[src/hw/rtl/aramd_pkg.sv]
package aramd_pkg;

	// header layout
	localparam int HEADER_BYTES = 60;
	localparam int SIZE_DIGITS  = 10;
	localparam int NAME_FIELD   = 16;
	localparam int SIZE_OFFSET  = 48;

	localparam int POS_W  = 6;
	localparam int SIZE_W = 34;
	localparam int NLEN_W = 5;
	localparam int IDX_W  = 16;
	localparam int KIND_W = 3;

	localparam logic [POS_W-1:0] POS_MAGIC_LAST = POS_W'(7);
	localparam logic [POS_W-1:0] POS_NAME_END   = POS_W'(NAME_FIELD);
	localparam logic [POS_W-1:0] POS_SIZE_BEGIN = POS_W'(SIZE_OFFSET);
	localparam logic [POS_W-1:0] POS_SIZE_END   = POS_W'(SIZE_OFFSET + SIZE_DIGITS);
	localparam logic [POS_W-1:0] POS_HDR_LAST   = POS_W'(HEADER_BYTES - 1);

	localparam logic [7:0] CHAR_SPACE = 8'h20;
	localparam logic [7:0] CHAR_SLASH = 8'h2F;
	localparam logic [7:0] CHAR_ZERO  = 8'h30;
	localparam logic [7:0] CHAR_NINE  = 8'h39;

	// "!<arch>\n"
	localparam logic [7:0] ARCH_MAGIC [0:7] = '{
		8'h21, 8'h3C, 8'h61, 8'h72, 8'h63, 8'h68, 8'h3E, 8'h0A
	};

	// result tags
	localparam logic [KIND_W-1:0] KIND_MAGIC   = 3'd0;
	localparam logic [KIND_W-1:0] KIND_NAME    = 3'd1;
	localparam logic [KIND_W-1:0] KIND_HDR     = 3'd2;
	localparam logic [KIND_W-1:0] KIND_DATA    = 3'd3;
	localparam logic [KIND_W-1:0] KIND_PAD     = 3'd4;
	localparam logic [KIND_W-1:0] KIND_IGNORED = 3'd5;

	typedef enum logic [4:0] {
		PH_MAGIC  = 5'b00001,
		PH_HEADER = 5'b00010,
		PH_DATA   = 5'b00100,
		PH_PAD    = 5'b01000,
		PH_ERROR  = 5'b10000
	} phase_t;

	typedef struct packed {
		phase_t              phase;
		logic [POS_W-1:0]    position;
		logic [NLEN_W-1:0]   name_count;
		logic                name_closed;
		logic                last_was_slash;
		logic [SIZE_W-1:0]   size_acc;
		logic                digits_stopped;
		logic [SIZE_W-1:0]   data_remaining;
		logic                pad_pending;
		logic [IDX_W-1:0]    member_counter;
		logic                error_flag;
	} state_t;

	typedef struct packed {
		logic [7:0]          byte_out;
		logic [KIND_W-1:0]   kind;
		logic [IDX_W-1:0]    member_index;
		logic                header_end;
		logic [NLEN_W-1:0]   name_length;
		logic [SIZE_W-1:0]   member_size;
		logic                bad_magic;
		logic                truncated;
	} result_t;

	localparam state_t STATE_RESET = '{
		phase:          PH_MAGIC,
		position:       '0,
		name_count:     '0,
		name_closed:    1'b0,
		last_was_slash: 1'b0,
		size_acc:       '0,
		digits_stopped: 1'b0,
		data_remaining: '0,
		pad_pending:    1'b0,
		member_counter: '0,
		error_flag:     1'b0
	};

	function automatic state_t clear_header(input state_t s);
		state_t r;
		r = s;
		r.position       = '0;
		r.name_count     = '0;
		r.name_closed    = 1'b0;
		r.last_was_slash = 1'b0;
		r.size_acc       = '0;
		r.digits_stopped = 1'b0;
		return r;
	endfunction

	function automatic state_t member_done(input state_t s);
		state_t r;
		r = clear_header(s);
		r.member_counter = s.member_counter + IDX_W'(1);
		r.phase          = PH_HEADER;
		return r;
	endfunction

endpackage

[src/hw/rtl/aramd_ifs.sv]
interface aramd_byte_if;
	logic       valid;
	logic       ready;
	logic [7:0] byte_in;
	logic       last;

	modport source (output valid, output byte_in, output last, input ready);
	modport sink   (input valid, input byte_in, input last, output ready);
endinterface

interface aramd_result_if;
	logic                              valid;
	logic                              ready;
	logic [7:0]                        byte_out;
	logic [aramd_pkg::KIND_W-1:0]      kind;
	logic [aramd_pkg::IDX_W-1:0]       member_index;
	logic                              header_end;
	logic [aramd_pkg::NLEN_W-1:0]      name_length;
	logic [aramd_pkg::SIZE_W-1:0]      member_size;
	logic                              bad_magic;
	logic                              truncated;

	modport source (
		output valid, output byte_out, output kind, output member_index,
		output header_end, output name_length, output member_size,
		output bad_magic, output truncated, input ready
	);
	modport sink (
		input valid, input byte_out, input kind, input member_index,
		input header_end, input name_length, input member_size,
		input bad_magic, input truncated, output ready
	);
endinterface

[src/hw/rtl/aramd_step.sv]
module aramd_step (
	input  aramd_pkg::state_t  cur,
	input  logic [7:0]         byte_in,
	input  logic               last,
	output aramd_pkg::state_t  nxt,
	output aramd_pkg::result_t res
);

	logic [aramd_pkg::SIZE_W-1:0] dr;
	logic [aramd_pkg::SIZE_W-1:0] acc_x10;
	logic                         is_digit;

	// x*10 as two shifts and an add, kept to the accumulator width
	assign acc_x10 = {cur.size_acc[aramd_pkg::SIZE_W-4:0], 3'b000}
		+ {cur.size_acc[aramd_pkg::SIZE_W-2:0], 1'b0};
	assign is_digit = (byte_in >= aramd_pkg::CHAR_ZERO) && (byte_in <= aramd_pkg::CHAR_NINE);

	always_comb begin
		nxt              = cur;
		dr               = cur.data_remaining;
		res.byte_out     = byte_in;
		res.kind         = aramd_pkg::KIND_IGNORED;
		res.member_index = cur.member_counter;
		res.header_end   = 1'b0;
		res.name_length  = '0;
		res.member_size  = '0;
		res.bad_magic    = 1'b0;
		res.truncated    = 1'b0;

		unique case (cur.phase)
			aramd_pkg::PH_MAGIC: begin
				res.kind = aramd_pkg::KIND_MAGIC;
				if (byte_in != aramd_pkg::ARCH_MAGIC[cur.position[2:0]]) begin
					nxt.error_flag = 1'b1;
					nxt.phase      = aramd_pkg::PH_ERROR;
				end else if (cur.position >= aramd_pkg::POS_MAGIC_LAST) begin
					nxt       = aramd_pkg::clear_header(cur);
					nxt.phase = aramd_pkg::PH_HEADER;
				end else begin
					nxt.position = cur.position + aramd_pkg::POS_W'(1);
				end
			end
			aramd_pkg::PH_HEADER: begin
				res.kind = aramd_pkg::KIND_HDR;
				if (cur.position < aramd_pkg::POS_NAME_END) begin
					if (!cur.name_closed && byte_in != aramd_pkg::CHAR_SPACE) begin
						nxt.name_count     = cur.name_count + aramd_pkg::NLEN_W'(1);
						nxt.last_was_slash = (byte_in == aramd_pkg::CHAR_SLASH);
						res.kind           = aramd_pkg::KIND_NAME;
					end else begin
						nxt.name_closed = 1'b1;
					end
				end else if (cur.position >= aramd_pkg::POS_SIZE_BEGIN
						&& cur.position < aramd_pkg::POS_SIZE_END) begin
					if (!cur.digits_stopped && is_digit) begin
						nxt.size_acc = acc_x10
							+ aramd_pkg::SIZE_W'(byte_in - aramd_pkg::CHAR_ZERO);
					end else begin
						nxt.digits_stopped = 1'b1;
					end
				end
				if (cur.position >= aramd_pkg::POS_HDR_LAST) begin
					res.header_end  = 1'b1;
					res.name_length = nxt.name_count;
					if (nxt.name_count != '0 && nxt.last_was_slash) begin
						res.name_length = nxt.name_count - aramd_pkg::NLEN_W'(1);
					end
					res.member_size    = nxt.size_acc;
					nxt.data_remaining = nxt.size_acc;
					nxt.pad_pending    = nxt.size_acc[0];
					if (nxt.size_acc == '0) begin
						nxt = aramd_pkg::member_done(nxt);
					end else begin
						nxt.phase    = aramd_pkg::PH_DATA;
						nxt.position = '0;
					end
				end else begin
					nxt.position = cur.position + aramd_pkg::POS_W'(1);
				end
			end
			aramd_pkg::PH_DATA: begin
				res.kind = aramd_pkg::KIND_DATA;
				if (dr != '0) begin
					dr = dr - aramd_pkg::SIZE_W'(1);
				end
				nxt.data_remaining = dr;
				if (dr == '0) begin
					if (cur.pad_pending) begin
						nxt.phase = aramd_pkg::PH_PAD;
					end else begin
						nxt = aramd_pkg::member_done(nxt);
					end
				end
			end
			aramd_pkg::PH_PAD: begin
				res.kind        = aramd_pkg::KIND_PAD;
				nxt.pad_pending = 1'b0;
				nxt             = aramd_pkg::member_done(nxt);
			end
			default: begin
				res.kind = aramd_pkg::KIND_IGNORED;
			end
		endcase

		res.bad_magic = nxt.error_flag;
		if (last) begin
			if (nxt.phase == aramd_pkg::PH_MAGIC) begin
				res.bad_magic = 1'b1;
			end else if (nxt.phase == aramd_pkg::PH_DATA || nxt.phase == aramd_pkg::PH_PAD
					|| (nxt.phase == aramd_pkg::PH_HEADER && nxt.position != '0)) begin
				res.truncated = 1'b1;
			end
			nxt = aramd_pkg::STATE_RESET;
		end
	end

endmodule

[src/hw/rtl/ar_archive_member_deframer_core.sv]
// ar archive member deframer
//
// byte_ch carries the archive one byte per item (byte_in, last marks the final
// byte of a stream). result_ch gives exactly one tagged item per input byte:
// the byte itself, its kind (magic, name char, other header, data, pad or
// ignored), the member number, and on the last header byte the name length
// and decoded decimal size. bad_magic is sticky for the rest of the stream;
// truncated flags a last byte that ends inside a header, data or pad.
//
// a byte accepted from byte_ch passes two register stages, the input register
// and then the result register, before it is presented on result_ch.
// throughput: one item per cycle while result_ch is ready, set by the single
// parser state update between the two stages.
// a stalled receiver holds the result register; the input register still
// takes one more item, after which byte_ch.ready drops until space frees.
// reset (arst_n low) empties both stages and puts the parser back in the
// magic check; every byte with last set does the same for the parser state.
module ar_archive_member_deframer_core (
	input  logic                  clk,
	input  logic                  arst_n,
	aramd_byte_if.sink            byte_ch,
	aramd_result_if.source        result_ch
);

	// parser state, only moves when an item passes into the result register
	aramd_pkg::state_t  state_q;
	aramd_pkg::state_t  state_nxt;
	aramd_pkg::result_t res_nxt;

	// input stage
	logic       valid_s1;
	logic [7:0] byte_s1;
	logic       last_s1;

	// result stage
	logic               valid_s2;
	aramd_pkg::result_t res_s2;

	logic advance;

	assign advance       = valid_s1 && (!valid_s2 || result_ch.ready);
	assign byte_ch.ready = !valid_s1 || advance;

	always_ff @(posedge clk or negedge arst_n) begin
		if (!arst_n) begin
			valid_s1 <= 1'b0;
		end else if (byte_ch.ready) begin
			valid_s1 <= byte_ch.valid;
		end
	end

	// input payload, no reset needed
	always_ff @(posedge clk) begin
		if (byte_ch.valid && byte_ch.ready) begin
			byte_s1 <= byte_ch.byte_in;
			last_s1 <= byte_ch.last;
		end
	end

	aramd_step u_step (
		.cur     (state_q),
		.byte_in (byte_s1),
		.last    (last_s1),
		.nxt     (state_nxt),
		.res     (res_nxt)
	);

	always_ff @(posedge clk or negedge arst_n) begin
		if (!arst_n) begin
			state_q <= aramd_pkg::STATE_RESET;
		end else if (advance) begin
			state_q <= state_nxt;
		end
	end

	always_ff @(posedge clk or negedge arst_n) begin
		if (!arst_n) begin
			valid_s2 <= 1'b0;
		end else if (!valid_s2 || result_ch.ready) begin
			valid_s2 <= valid_s1;
		end
	end

	always_ff @(posedge clk) begin
		if (advance) begin
			res_s2 <= res_nxt;
		end
	end

	assign result_ch.valid        = valid_s2;
	assign result_ch.byte_out     = res_s2.byte_out;
	assign result_ch.kind         = res_s2.kind;
	assign result_ch.member_index = res_s2.member_index;
	assign result_ch.header_end   = res_s2.header_end;
	assign result_ch.name_length  = res_s2.name_length;
	assign result_ch.member_size  = res_s2.member_size;
	assign result_ch.bad_magic    = res_s2.bad_magic;
	assign result_ch.truncated    = res_s2.truncated;

	// header_end only ever falls on a plain header byte
	a_hend_kind: assert property (@(posedge clk) disable iff (!arst_n)
		valid_s2 && res_s2.header_end |-> res_s2.kind == aramd_pkg::KIND_HDR)
		else $error("header_end on a byte that is not a plain header byte");

	// an ignored byte only follows a failed magic check
	a_ignored_bad: assert property (@(posedge clk) disable iff (!arst_n)
		valid_s2 && res_s2.kind == aramd_pkg::KIND_IGNORED |-> res_s2.bad_magic)
		else $error("ignored byte without bad_magic");

	// a broken stream is never also reported as truncated
	a_trunc_excl: assert property (@(posedge clk) disable iff (!arst_n)
		valid_s2 && res_s2.truncated |-> !res_s2.bad_magic)
		else $error("truncated and bad_magic on the same item");

	// data phase always has bytes left to take
	a_data_left: assert property (@(posedge clk) disable iff (!arst_n)
		state_q.phase == aramd_pkg::PH_DATA |-> state_q.data_remaining != '0)
		else $error("data phase with nothing remaining");

	// a full pipeline with a stalled receiver must back-pressure the source
	a_backpressure: assert property (@(posedge clk) disable iff (!arst_n)
		valid_s1 && valid_s2 && !result_ch.ready |-> !byte_ch.ready)
		else $error("input taken while both stages are blocked");

endmodule
[src/flat_wrapper.sv]
// flat-port wrapper written by rule: the top's interface ports become plain ports
module ar_archive_member_deframer_core_flat 
  (clk, arst_n, byte_ch_valid, byte_ch_byte_in, byte_ch_last, byte_ch_ready, result_ch_valid, result_ch_byte_out, result_ch_kind, result_ch_member_index, result_ch_header_end, result_ch_name_length, result_ch_member_size, result_ch_bad_magic, result_ch_truncated, result_ch_ready);
  aramd_byte_if byte_ch_i ();
  aramd_result_if result_ch_i ();
  input  logic clk;
  input  logic arst_n;
  input wire logic [$bits(byte_ch_i.valid)-1:0] byte_ch_valid;
  input wire logic [$bits(byte_ch_i.byte_in)-1:0] byte_ch_byte_in;
  input wire logic [$bits(byte_ch_i.last)-1:0] byte_ch_last;
  output wire logic [$bits(byte_ch_i.ready)-1:0] byte_ch_ready;
  output wire logic [$bits(result_ch_i.valid)-1:0] result_ch_valid;
  output wire logic [$bits(result_ch_i.byte_out)-1:0] result_ch_byte_out;
  output wire logic [$bits(result_ch_i.kind)-1:0] result_ch_kind;
  output wire logic [$bits(result_ch_i.member_index)-1:0] result_ch_member_index;
  output wire logic [$bits(result_ch_i.header_end)-1:0] result_ch_header_end;
  output wire logic [$bits(result_ch_i.name_length)-1:0] result_ch_name_length;
  output wire logic [$bits(result_ch_i.member_size)-1:0] result_ch_member_size;
  output wire logic [$bits(result_ch_i.bad_magic)-1:0] result_ch_bad_magic;
  output wire logic [$bits(result_ch_i.truncated)-1:0] result_ch_truncated;
  input wire logic [$bits(result_ch_i.ready)-1:0] result_ch_ready;
  assign byte_ch_i.valid = byte_ch_valid;
  assign byte_ch_i.byte_in = byte_ch_byte_in;
  assign byte_ch_i.last = byte_ch_last;
  assign byte_ch_ready = byte_ch_i.ready;
  assign result_ch_valid = result_ch_i.valid;
  assign result_ch_byte_out = result_ch_i.byte_out;
  assign result_ch_kind = result_ch_i.kind;
  assign result_ch_member_index = result_ch_i.member_index;
  assign result_ch_header_end = result_ch_i.header_end;
  assign result_ch_name_length = result_ch_i.name_length;
  assign result_ch_member_size = result_ch_i.member_size;
  assign result_ch_bad_magic = result_ch_i.bad_magic;
  assign result_ch_truncated = result_ch_i.truncated;
  assign result_ch_i.ready = result_ch_ready;
  ar_archive_member_deframer_core u_core (.clk(clk), .arst_n(arst_n), .byte_ch(byte_ch_i), .result_ch(result_ch_i));
endmodule
[config.mk]
export PLATFORM = sky130hd
export DESIGN_NAME = ar_archive_member_deframer_core_flat
export DESIGN_NICKNAME = d
export VERILOG_FILES = /design/src/hw/rtl/aramd_pkg.sv /design/src/hw/rtl/aramd_ifs.sv /design/src/hw/rtl/aramd_step.sv /design/src/hw/rtl/ar_archive_member_deframer_core.sv /design/src/flat_wrapper.sv
export SDC_FILE = /design/constraint.sdc
export NUM_CORES = 1
export LEC_CHECK = 0
export ABC_CLOCK_PERIOD_IN_PS = 11300
export BUFFER_PORTS_ARGS = -buffer_cell sky130_fd_sc_hd__buf_2
export CORE_UTILIZATION = 30
export DETAILED_ROUTE_END_ITERATION = 12
export PLACE_DENSITY_LB_ADDON = 0.15
export SYNTH_ARGS = -nofsm -noshare
export SYNTH_HDL_FRONTEND = slang
export SYNTH_SLANG_ARGS = --single-unit
[constraint.sdc]
create_clock -name clk -period 11.3 [get_ports clk]
set_input_delay 0.565 -clock clk [delete_from_list [all_inputs] [get_ports clk]]
set_output_delay 0.565 -clock clk [all_outputs]
set_load 0.02 [all_outputs]
### Yosys cells after proc, flatten, opt, wreduce, memory -nomap -nowiden

Memories as Yosys holds them, arrays and structs flattened.
Index checks and enable logic that the tools add are counted.

| operators by class | value |
|---|---|
| $add $sub $neg | 8 |
| magnitude comparators | 8 |
| equality and inequality tests | 19 |
| mux-type cells | 39 |
| bitwise gates (word level) | 2 |
| reductions and logical operators | 30 |

Operators by type and width:

| cell | count |
|---|---|
| $pmux 105 s4 | 1 |
| $mux 94 | 3 |
| $mux 105 | 2 |
| $mux 35 | 3 |
| $mux 34 | 3 |
| $mux 100 | 1 |
| $mux 99 | 1 |
| $add 34x34->34 | 2 |
| $logic_not 34->1 | 2 |
| $mux 40 | 1 |
| $reduce_bool 34->1 | 1 |
| $sub 34x1->34 const B | 1 |
| $mux 5 | 5 |
| $add 16x1->16 const B | 1 |
| $mux 8 | 2 |
| $ne 3x2->1 const B | 5 |
| $mux 7 | 2 |
| $ge 6x6->1 const B | 2 |
| $mux 6 | 2 |
| $pmux 3 s4 | 1 |
| $eq 5x1->1 const B | 2 |
| $eq 5x2->1 const B | 2 |
| $eq 5x3->1 const B | 2 |
| $eq 5x4->1 const B | 2 |
| 33 further kinds | 57 |

| storage, ports and cells | value |
|---|---|
| register bits after elaboration | 185 |
| bits in read-only memories | 64 |
| input bits | 13 |
| word-level logic and storage cells | 130 |
| memories kept | 1 |

Memory list:

| memory | words | bits a word | rd ports | clocked after memory_dff | wr ports | line | text |
|---|---|---|---|---|---|---|---|
| (no name shown) | 8 | 8 | 1 | 0 | 0 | aramd_step.sv:33 | `if (byte_in != aramd_pkg::ARCH_MAGIC[cur.position[2:0]]) begin` |

### Logic depth before layout (Yosys ltp)

Gate-level depths: netlist (run 1).

| logic depth | value |
|---|---|
| depth after elaboration | 17 |
| gate-level depth with buffers | 20 |

### Cells and area by module

From an unflattened synthesis (run 1), not the netlist that was laid out.

| unflattened totals | value |
|---|---|
| cell total of the unflattened synthesis | 1602 |
| area total of the unflattened synthesis | 14412.6 um2 |

By module, submodules not included:

| module | times used | cells an instance | area each (um2) | seq. area each (um2) |
|---|---|---|---|---|
| aramd_step | 1 | 1294 | 7926.4 | 0.0 |
| ar_archive_member_deframer_core | 1 | 308 | 6486.2 | 5021.1 |

### Worst setup path before layout (run 1)

No wires, ideal clock.

| path | value |
|---|---|
| path kind | reg2reg |
| from | register u_core.byte_s1[4] |
| to | register u_core.state_q[60] (netlist bit) |
| library setup time | 121 ps |
| data arrival time | 8502 ps |
| path slack | 2677 ps |
| cell stages (with the launch flop) | 18 |
| path through | edfxtp_1 -> ha_1 -> nor3_1 -> fa_1 -> ha_1 -> buf_2 -> a21oi_2 -> o211ai_2 -> a21oi_1 -> a21boi_1 -> or3_1 -> a31oi_1 -> or4bb_1 -> nor4_2 -> nor2_1 -> a21o_1 -> buf_2 -> a22o_1 |

| on the way | value |
|---|---|
| cells in the longest elaborated chain, start to end | 12 |

Ends and longest elaborated chain:

| item | line | text |
|---|---|---|
| start: declaration | ar_archive_member_deframer_core.sv:32 | `logic [7:0] byte_s1;` |
| start signal: assignment | ar_archive_member_deframer_core.sv:55 | `byte_s1 <= byte_ch.byte_in;` |
| branches (longest 12 deep; another with $add 34x34->34) | - |  |
| end signal: assignment | ar_archive_member_deframer_core.sv:70 | `state_q <= aramd_pkg::STATE_RESET;` |
| end signal: assignment | ar_archive_member_deframer_core.sv:72 | `state_q <= state_nxt;` |
| end: declaration | ar_archive_member_deframer_core.sv:26 | `aramd_pkg::state_t state_q;` |

Parallel ways; which one is timed is not known. The select of a mux whose other input is x is not followed.
A chain may end at the register's enable or synchronous reset.

### Worst setup path in the final report (run 1)

| path | value |
|---|---|
| from | register u_core.byte_s1[4] |
| to | register u_core.state_q[7] (netlist bit) |

| on the way | value |
|---|---|
| cells in the longest elaborated chain, start to end | 10 |

Ends and longest elaborated chain:

| item | line | text |
|---|---|---|
| branches (longest 3 deep; another with $add 34x34->34) | - |  |
| $mux 34 * | aramd_step.sv:55 | `if (!cur.digits_stopped && is_digit) begin` |
| $mux 35 * | aramd_step.sv:53 | `end else if (cur.position >= aramd_pkg::POS_SIZE_BEGIN` |
| $mux 35 * | aramd_step.sv:45 | `if (cur.position < aramd_pkg::POS_NAME_END) begin` |
| $mux 35 * | aramd_step.sv:30 | `unique case (cur.phase)` |
| $logic_not 34->1 * | aramd_step.sv:71 | `if (nxt.size_acc == '0) begin` |
| $ne 3x2->1 (no line) * | - |  |
| $reduce_and 7->1 (no line) * | - |  |

Mark *: on every way between the ends. The select of a mux whose other input is x is not followed.

==> results.json, run 1 <==
{
  "status": "completed",
  "ys_types": 99,
  "ys_warn_count": 0,
  "layout_commonest_cell": "nand2_1",
  "grt_pass1_vias": 10800,
  "syn2layout_area_growth_pct": 11.2,
  "worstHoldPathType": "in2async",
  "vdd_ir_drop_max_mv": 0.0629,
  "worstSetupPathType": "reg2reg",
  "total_power_mw": 1.74,
  "cts_tree": "yes",
  "drcViolationCount": 0,
  "start_util": 0.303,
  "cpPeakStageDelay_ns": 0.64,
  "cts_sinks": 185,
  "synth_fp_nets": 1521,
  "grt_first_pass_wirelength_mm": 66.6,
  "finalHoldViolations": 0,
  "avgRoutedWirePerCell_um": 20.9,
  "dp_hpwl_mm": 32.2,
  "gp_congestion": 0.924,
  "cts-resized-gates": 0,
  "grt_max_degree": 70,
  "synth-main-ff-cell": "dfrtp_1",
  "root_buffer": "clkbuf_16",
  "crit_arrival_ns": 7.05,
  "ys_seq_area_frac": 0.385,
  "met2_usage": 0.299,
  "grtUsageMet1": 0.284,
  "die-area_sq_um": 44300,
  "fp.dieH_um": 210,
  "crit_top_cell": "ha_1",
  "met3_usage": 0.0279,
  "crit_chain": "ha_1, nor3_2, buf_4, fa_1, ha_1, nand4_1, a2111oi_2, nand2_1, a21o_1, and4_1, a211oi_1, nand3b_1, nor4_2, a22o_2, nand2b_4, o41ai_2",
  "pwr_density_cell_nw_per_um2": 120,
  "synth_edf_count": 78,
  "min_period_ns": 6.69,
  "cpLargestDelayFamily": "compound AO/OA/AOI/OAI gates",
  "skew_ns": 0.0233,
  "io_buffers": 83,
  "clk_pin_slew_ns": 0.08,
  "grt_overflow": 0,
  "route.antenna.remaining_nets": 0,
  "cts_setup_buffers": 0,
  "wirelength_mm": 43.1,
  "drt_iter0_drc": 821,
  "numCtsBuffers": 17,
  "worstPathRequired_ns": 11.66,
  "drive_gt1_frac": 0.121,
  "io_pins": 84,
  "layout_common_cells": "170 x nand2_1, 118 x nor2_1, 107 x o21ai_0",
  "core_area_sq_um": 43000,
  "start_kind": "flip-flop",
  "leakage_nw": 5.88,
  "clockBufferDepth": 2,
  "maxSlewViolCount": 0,
  "clk_latency_ns": 0.47,
  "grtUsageTotal": 0.197,
  "drt-pass1-iter-count": 5,
  "die_x_um": 210,
  "syn_area_sq_um": 13000,
  "crit_buf_inv": 1,
  "htreeDepth": 4,
  "syn_area_per_cell_sq_um": 9.10,
  "via_count": 11300,
  "async_flop_share": 0.578,
  "syn_inst": 1432,
  "rsz0062_at_grt": "no",
  "num_rows": 76,
  "slowest_stage": "nor4_2",
  "grt.busiest_layer": "met2",
  "ys_ff_latch": 185,
  "endpoint_kind": "flip-flop",
  "cap_violations": 0,
  "cts_hold_buf": 0,
  "nets": 1548,
  "slew-limit-headroom": 0.286,
  "viasPerCell": 5.48,
  "antenna_found_initial": 0,
  "tightest_slew_ns": 1.07,
  "diodes": 0,
  "fin_setup_tns_ns": 0,
  "period_share": 0.592,
  "final-setup-viol-count": 0,
  "crit_fanout": 26,
  "clock.fmax_mhz": 150
}
## power breakdown
part	switching (mW)	leakage (nW)	internal (mW)
clock	0.306	0.288	0.313
combinational	0.231	3.34	0.104
sequential	0.0396	2.25	0.742
total	0.576	5.88	1.16
## worst paths after layout
path	depth (start not counted)	to	from	slack, ns
setup reg to reg	16	u_core.state_q[7]	u_core.byte_s1[4]	4.61
setup / recovery	16	u_core.state_q[7]	u_core.byte_s1[4]	4.61
hold reg to reg	0	u_core.result_ch.member_index[15]	u_core.state_q[16]	0.47
hold / removal	1	u_core.state_q[39]	arst_n	0.09
max in group asynchronous	2	u_core.result_ch.valid	arst_n	9.82
min in group clk	1	u_core.byte_s1[5]	byte_ch_byte_in[5]	0.27
## synth_stat cells, types with 8 or more instances
cell / count / area share
mux2i_1: 9 / 0.0069
nor4_1: 17 / 0.0082
nand4_1: 26 / 0.012
a22oi_1: 12 / 0.0069
fa_1: 31 / 0.048
inv_1: 45 / 0.013
nor2_1: 119 / 0.034
ha_1: 45 / 0.043
and2_1: 16 / 0.0077
a31oi_1: 18 / 0.0086
and3_1: 10 / 0.0048
nand2b_1: 22 / 0.011
nand2_1: 170 / 0.049
buf_2: 26 / 0.010
o21ai_1: 12 / 0.0046
edfxtp_1: 78 / 0.18
or2_2: 8 / 0.0038
nor2b_1: 13 / 0.0062
nor3_1: 36 / 0.014
o31ai_1: 35 / 0.020
a22o_1: 17 / 0.011
o211ai_1: 13 / 0.0075
xor2_1: 17 / 0.011
o21a_1: 9 / 0.0052
clkbuf_1: 49 / 0.014
a21oi_1: 95 / 0.036
o22ai_1: 16 / 0.0077
or3_1: 18 / 0.0086
o21ai_0: 107 / 0.041
a21o_1: 15 / 0.0086
a21boi_0: 9 / 0.0052
xnor2_1: 22 / 0.015
dfrtp_1: 106 / 0.20
nand3_1: 33 / 0.013
a211oi_1: 12 / 0.0069
## metrics by stage
step	hold WS (ns)	utilization	setup WS, ns	cells	cell area [sq um]
final	0.0916	0.337	4.61	2057	14500
after global routing	0.120	0.337	4.30	2057	14500
after CTS	0.0977	0.337	4.68	2057	14500
after detailed placement	0.465	0.323	4.71	2025	13900
after global placement	0.463	0.323	4.79	2025	13900
after floorplan	0.269	-	2.68	1432	13000
## area by class of cell
cell class | instances | area, sq um
fillers | 4501 | 28500
multi-input cells | 1116 | 7480
flip-flops and latches | 185 | 5020
well taps | 585 | 732
repair buffers | 93 | 493
clock buffers | 17 | 425
inverters | 46 | 174
clock inverters | 15 | 160
## logic make-up (layout without fill, tap and decap cells)
| group | Yosys count | count (layout) | synth area share |
|---|---|---|---|
| AO/OA/AOI/OAI | 447 | 447 | 0.229 |
| AND/OR/NAND/NOR | 543 | 543 | 0.216 |
| multiplexers | 11 | 11 | 0.00864 |
| adder cells (fa/ha/maj) | 76 | 76 | 0.0908 |
| buffers and inverters | 131 | 171 | 0.0436 |
| XOR/XNOR | 39 | 39 | 0.0262 |
| flip-flops | 185 | 185 | 0.385 |
## state kept, by name, indices dropped and copies added (netlist names)
| register | flops |
|---|---|
| u_core.result_ch.kind | 3 |
| u_core.valid_s1 | 1 |
| u_core.result_ch.valid | 1 |
| u_core.result_ch.member_index | 16 |
| u_core.state_q | 105 |
| u_core.result_ch.truncated | 1 |
| u_core.last_s1 | 1 |
| u_core.result_ch.member_size | 34 |
| u_core.result_ch.header_end | 1 |
| u_core.result_ch.name_length | 5 |
| u_core.byte_s1 | 8 |
| u_core.result_ch.bad_magic | 1 |
| u_core.result_ch.byte_out | 8 |
## routing by layer
metal | vias up | share of wire
met4 | 0 | 0.028
met2 | 283 | 0.45
met3 | 60 | 0.040
met1 | 5566 | 0.48
met5 | - | 0
li1 | 5372 | -
## worst register-to-register path: stages (launching register included)
cell	delay, ns
edfxtp_1	0.52
ha_1	0.32
nor3_2	0.12
buf_4	0.49
fa_1	0.53
ha_1	0.48
nand4_1	0.28
a2111oi_2	0.55
nand2_1	0.22
a21o_1	0.23
and4_1	0.19
a211oi_1	0.60
nand3b_1	0.37
nor4_2	0.64
a22o_2	0.48
nand2b_4	0.21
o41ai_2	0.34
(Power assumes the default switching activity.)
==> inputs of run 2 (changes only) <==
--- a/config.mk
+++ b/config.mk
@@ -5,7 +5,8 @@
 export SDC_FILE = /design/constraint.sdc
 export NUM_CORES = 1
 export LEC_CHECK = 0
-export ABC_CLOCK_PERIOD_IN_PS = 11300
+export ABC_AREA = 1
+export ABC_CLOCK_PERIOD_IN_PS = 6000
 export BUFFER_PORTS_ARGS = -buffer_cell sky130_fd_sc_hd__buf_2
 export CORE_UTILIZATION = 30
 export DETAILED_ROUTE_END_ITERATION = 12
==> constraint.sdc (replaced) <==
create_clock -name clk -period 6 [get_ports clk]
set_input_delay 0.3 -clock clk [delete_from_list [all_inputs] [get_ports clk]]
set_output_delay 0.3 -clock clk [all_outputs]
set_load 0.02 [all_outputs]
==> run 2 against run 1 <==
  * Maximum frequency is 29% higher
  * Synthesized cell count is 31% higher
  * Design area is 6.1% higher
  * Sequential power is 93% higher
==> results.json, run 2 <==
{
  "pre_cts_ws_ns": 0.814,
  "root_buffer": "clkbuf_16",
  "tightest_slew_ns": 1.11,
  "grt_pass1_vias": 12100,
  "diodes": 0,
  "gp_congestion": 0.935,
  "cts_tree": "yes",
  "grt_overflow": 0,
  "grt.busiest_layer": "met2",
  "ys_types": 51,
  "grt_first_pass_wirelength_mm": 69.4,
  "crit_chain": "ha_1, nor2_4, buf_4, buf_4, fa_1, ha_1, nand2_1, nor2_1, inv_1, nor3_1, nand2_1, nand3_1, nand3_1, nand2_1, inv_1, nor2_1, nand3_1, nor2_1, nand3_1, nand3_1, nand3_1, o21ai_2",
  "cpLargestDelayFamily": "simple AND/OR/NAND/NOR gates",
  "syn_area_sq_um": 13700,
  "syn_area_per_cell_sq_um": 7.28,
  "multi_input_area_sq_um": 7290,
  "cp-startpoint": "u_core.byte_s1[4]",
  "via_count": 12400,
  "cts_hold_buf": 7,
  "core_area_sq_um": 44600,
  "cts_sinks": 185,
  "cts_setup_buffers": 0,
  "drt_iter0_drc": 934,
  "clockBufferDepth": 2,
  "viasPerCell": 4.86,
  "die-area_sq_um": 46400,
  "total_power_mw": 3.70,
  "fill_cells": 4753,
  "synth_edf_count": 78,
  "rr_startpoint": "u_core.byte_s1[4]",
  "rr_worst_depth": 22,
  "htreeDepth": 4,
  "cap_violations": 0,
  "largest_register_ff_count": 105,
  "clk_pin_slew_ns": 0.08,
  "rr_endpoint": "u_core.state_q[16]",
  "fp.dieH_um": 215,
  "start_kind": "flip-flop",
  "synth.most_common_cell": "nand2_1",
  "route.antenna.remaining_nets": 0,
  "synth_top_cell_by_area": "dfrtp_1",
  "crit_fanout": 14,
  "met2_usage": 0.303,
  "syn2layout_area_growth_pct": 12.5,
  "grtUsageMet1": 0.277,
  "setup_ws_ns": 0.799,
  "status": "completed",
  "finalHoldViolations": 0,
  "min_to": "u_core.byte_s1[5]",
  "cpPeakStageDelay_ns": 0.48,
  "worstPathRequired_ns": 6.39,
  "rsz0062_at_grt": "no",
  "endpoint_kind": "flip-flop",
  "crit_arrival_ns": 5.59,
  "place_inst": 2520,
  "num_rows": 77,
  "met3_usage": 0.0275,
  "crit_top_cell": "nand3_1",
  "io_pins": 84,
  "cp.depth": 22,
  "worstHoldPathType": "in2reg",
  "start_util": 0.306,
  "ys_ff_latch": 185,
  "regMostFlops": "u_core.state_q",
  "min_period_ns": 5.20,
  "synth-main-ff-cell": "dfrtp_1",
  "maxSlewViolCount": 0,
  "ys_warn_count": 0,
  "numCtsBuffers": 17,
  "grt_max_degree": 66,
  "hold_start": "byte_ch_byte_in[5]",
  "grtUsageTotal": 0.191,
  "leakage_nw": 7.68,
  "drive_gt1_frac": 0.100,
  "slew-limit-headroom": 0.255,
  "crit_buf_inv": 4,
  "wirelength_mm": 43.6,
  "ff_latch_area_sq_um": 5020,
  "synth_fp_nets": 1967,
  "die_x_um": 215,
  "avgRoutedWirePerCell_um": 17.0,
  "ys_seq_area_frac": 0.367,
  "layoutNonFillerInstCount": 2559,
  "rrSetupSlack_ns": 0.80,
  "holdPathStages": 1,
  "antenna_found_initial": 0,
  "layout_commonest_cell": "nand2_1",
  "dp_hpwl_mm": 33.3,
  "yosys-top-cells-area": "dfrtp_1 19%, edfxtp_1 17%, nand2_1 14%",
  "drt-pass1-iter-count": 5,
  "yosys-top-cells-count": "516 x nand2_1, 288 x inv_1, 229 x nor2_1, 158 x nand3_1, 106 x dfrtp_1",
  "slowest_stage": "edfxtp_1",
  "fin_setup_tns_ns": 0,
  "clk_latency_ns": 0.46,
  "period_share": 0.867,
  "worstSetupPathType": "reg2reg",
  "io_buffers": 83,
  "layout_common_cells": "516 x nand2_1, 287 x inv_1, 228 x nor2_1",
  "cts-resized-gates": 0,
  "synth_top_area_share": 0.194,
  "drcViolationCount": 0,
  "clock.fmax_mhz": 192,
  "syn_inst": 1878,
  "pwr_density_cell_nw_per_um2": 241,
  "nets": 2043,
  "final-setup-viol-count": 0,
  "async_flop_share": 0.578,
  "vdd_ir_drop_max_mv": 0.161,
  "skew_ns": 0.0108
}
[run 2: changes by cell type in the layout (fill, tap and decap cells not counted), moves of 18 or more]
cell and change:
or3_1 -18, o31ai_1 -31, inv_1 +243, a21oi_1 -55, nand3_1 +125, nor3_1 -19
nand2b_1 -22, o21ai_0 -32, o22ai_1 +19, nand2_1 +346, nor2_1 +110, o22ai_2 +20
[run 2: worst max-delay path by stage]
stage / to / slack, ns
after CTS: u_core.state_q[16] / 0.80
after floorplan: u_core.state_q[12] / 0.09
final: u_core.state_q[16] / 0.80
after detailed placement: u_core.state_q[16] / 0.81
after global routing: u_core.state_q[16] / 0.27
after global placement: u_core.state_q[16] / 0.79
[run 2: report_power, final]
part | total [mW] | switching, mW | internal, mW
registers | 1.51 | 0.0692 | 1.44
clock network | 1.18 | 0.582 | 0.599
logic | 1.02 | 0.731 | 0.285
total | 3.70 | 1.38 | 2.32
[run 2: stage by stage]
stage          utilization  instance area (sq um)  hold WS (ns)
6_report             0.345                  15400        0.0232
5_1_grt              0.345                  15400       0.00117
4_1_cts              0.345                  15400       0.00170
3_5_place_dp         0.329                  14700         0.372
3_3_place_gp         0.329                  14700         0.370
2_1_floorplan            -                  13700       0.00441
[run 2: layer usage]
metal,part of all wire,routed length [um],up-vias
li1,-,-,6231
met5,0,0,-
met3,0.043,1880,26
met4,0.0087,379,0
met2,0.46,19900,301
met1,0.49,21400,5889
[run 2: worst register-to-register path: cells and delay by family (launching register included)]
kind / cells / cell delay [ns]
buffers and inverters: 4 / 0.79
DFF: 1 / 0.48
AOI/OAI and AO/OA: 1 / 0.13
adders and majority gates: 3 / 1.16
and+or+nand+nor: 14 / 2.59
[run 2: area by class of cell]
| class | instances | area share |
|---|---|---|
| clock buffers | 18 | 0.0279 |
| well taps | 592 | 0.0482 |
| repair buffers | 100 | 0.0374 |
| inverters | 302 | 0.0740 |
| multi-input cells | 1348 | 0.474 |
| clock inverters | 14 | 0.0121 |
| flip-flops and latches | 185 | 0.326 |
[run 2: cells by family (layout without fill, tap and decap cells)]
kind of cell | count (synthesis) | in the layout | share of synthesized area
buffers and inverters | 345 | 434 | 0.101
and+or+nand+nor | 1010 | 1010 | 0.320
xor gates and xnor gates | 33 | 33 | 0.0211
adders and majority gates | 76 | 76 | 0.0866
AOI/OAI and AO/OA | 229 | 229 | 0.104
DFF | 185 | 185 | 0.367
==> inputs of run 3 (changes only) <==
--- a/config.mk
+++ b/config.mk
@@ -11,6 +11,7 @@
 export CORE_UTILIZATION = 30
 export DETAILED_ROUTE_END_ITERATION = 12
 export PLACE_DENSITY_LB_ADDON = 0.15
+export RECOVER_POWER = 25
 export SYNTH_ARGS = -nofsm -noshare
 export SYNTH_HDL_FRONTEND = slang
 export SYNTH_SLANG_ARGS = --single-unit
==> run 3 against run 2 <==
  * The run now ends with capacitance limit, slew limit left
  * Die area unchanged
  * Highest routed layer unchanged
  * Clock power about the same
  * Largest cell class unchanged
  * Maximum frequency down 0.48%
  * Total power down 0.13%
  * Via count up 0.43%
  * Register-to-register slack worse by 0.03 ns
  * Non-clock buffer count unchanged
  * Combinational power about the same
  * Hold slack about the same
  * Global-route usage unchanged
  * Final cell count unchanged
  * Critical path type unchanged
  * Core utilization down 0.10 points
==> results.json, run 3 (synthesis results as in run 2) <==
{
  "status": "complete, but fails checks",
  "violations": "capacitance limit, slew limit",
  "route.antenna.remaining_nets": 0,
  "skew_ns": 0.0111,
  "largest_register_ff_count": 105,
  "fin_setup_tns_ns": 0,
  "worstHoldPathType": "in2reg",
  "via_count": 12500,
  "cap_violations": 1,
  "antenna_found_initial": 0,
  "clock.fmax_mhz": 191,
  "drcViolationCount": 0,
  "nets": 2043,
  "dp_hpwl_mm": 33.3,
  "worstSetupPathType": "reg2reg",
  "syn2layout_area_growth_pct": 12.2,
  "cts_tree": "yes",
  "gp_congestion": 0.935,
  "finalHoldViolations": 0,
  "grtUsageTotal": 0.191,
  "grt_pass1_vias": 12100,
  "start_util": 0.306,
  "io_buffers": 83,
  "crit_arrival_ns": 5.62,
  "avgRoutedWirePerCell_um": 17.0,
  "cts-resized-gates": 0,
  "crit_fanout": 14,
  "maxSlewViolCount": 44,
  "endpoint_kind": "flip-flop",
  "grt_overflow": 0,
  "slew-limit-headroom": -0.812,
  "diodes": 0,
  "clockBufferDepth": 2,
  "final_util": 0.344,
  "numCtsBuffers": 17,
  "layout_commonest_cell": "nand2_1",
  "tightest_slew_ns": 2.72,
  "rsz0062_at_grt": "no",
  "htreeDepth": 4,
  "min_period_ns": 5.23,
  "clk_pin_slew_ns": 0.08,
  "final-setup-viol-count": 0,
  "start_kind": "flip-flop",
  "die_x_um": 215,
  "num_rows": 77,
  "grt_first_pass_wirelength_mm": 69.4,
  "period_share": 0.871,
  "leakage_nw": 7.58,
  "root_buffer": "clkbuf_16",
  "cts_setup_buffers": 0,
  "cp-startpoint": "u_core.byte_s1[4]",
  "drt-pass1-iter-count": 5,
  "rrSetupSlack_ns": 0.77,
  "die-area_sq_um": 46400,
  "wirelength_mm": 43.6,
  "viasPerCell": 4.89,
  "drt_iter0_drc": 910,
  "regMostFlops": "u_core.state_q",
  "hold_start": "byte_ch_byte_in[5]",
  "grt_max_degree": 66,
  "clk_latency_ns": 0.46,
  "drive_gt1_frac": 0.0829,
  "fill_cells": 4764,
  "fp.dieH_um": 215,
  "cts_sinks": 185,
  "worstPathRequired_ns": 6.39,
  "layout_common_cells": "516 x nand2_1, 287 x inv_1, 228 x nor2_1",
  "core_area_sq_um": 44600,
  "rr_startpoint": "u_core.byte_s1[4]",
  "vdd_ir_drop_max_mv": 0.161,
  "pwr_density_cell_nw_per_um2": 241,
  "io_pins": 84
}
==> run 3: critical path, cell delays in order, from the launching register on <==
cell and delay [ns]:
edfxtp_1 0.48, ha_1 0.32, nor2_4 0.11, buf_4 0.28
buf_4 0.36, fa_1 0.45, ha_1 0.38, nand2_1 0.12
nor2_1 0.27, inv_1 0.07, nor3_1 0.33, nand2_1 0.13
nand3_1 0.09, nand3_1 0.08, nand2_1 0.20, inv_1 0.06
nor2_1 0.09, nand3_1 0.08, nor2_1 0.22, nand3_1 0.24
nand3_1 0.48, nand3_1 0.16, o21ai_2 0.13
==> run 3: through the flow <==
| step | setup WS (ns) | cell area, sq um | hold WS, ns | cells | total power [mW] |
|---|---|---|---|---|---|
| after CTS | 0.802 | 15400 | 0.00170 | 2559 | 3.74 |
| after global placement | 0.785 | 14700 | 0.370 | 2520 | 2.54 |
| after global routing | 0.268 | 15300 | 0.00117 | 2559 | 3.91 |
| after detailed placement | 0.814 | 14700 | 0.372 | 2520 | 2.54 |
| final | 0.774 | 15300 | 0.0233 | 2559 | 3.70 |
| after floorplan | 0.0871 | 13700 | 0.00441 | 1878 | 2.23 |
==> run 3: path summary, 6_finish.rpt <==
path	endpoint	depth (start not counted)
max	u_core.state_q[16]	22
min	u_core.byte_s1[5]	1
min reg2reg	u_core.result_ch.member_index[7]	0
min in group asynchronous	u_core.state_q[10]	2
max reg2reg	u_core.state_q[16]	22
max in group asynchronous	u_core.state_q[85]	3
==> run 3: report_power, final <==
| group | internal [mW] | total (mW) | switching (mW) |
|---|---|---|---|
| clock | 0.599 | 1.18 | 0.583 |
| sequential | 1.44 | 1.51 | 0.0702 |
| combinational | 0.278 | 1.01 | 0.730 |
==> run 3: layout make-up <==
type | count | area, sq um | share of cell area
Clock inverter | 14 | 186 | 0.0122
Inverter | 302 | 1140 | 0.0742
Sequential cell | 185 | 5020 | 0.327
Clock buffer | 18 | 429 | 0.0280
Tap cell | 592 | 741 | 0.0483
Multi-Input combinational cell | 1348 | 7290 | 0.475
Timing Repair Buffer | 100 | 531 | 0.0346
==> run 3: layer usage <==
metal / vias to the layer above / part of all wire / global-route usage
met1: 5937 / 0.49 / 0.277
li1: 6231 / - / -
met4: 0 / 0.0087 / 0.0355
met3: 28 / 0.042 / 0.0275
met5: - / 0 / 0
met2: 305 / 0.46 / 0.303
==> run 3: what timing repair did <==
item / CTS / global route
hold buffers: 7 / 0
setup endpoints to repair: 0 / 0
hold endpoints to repair: 48 / 0
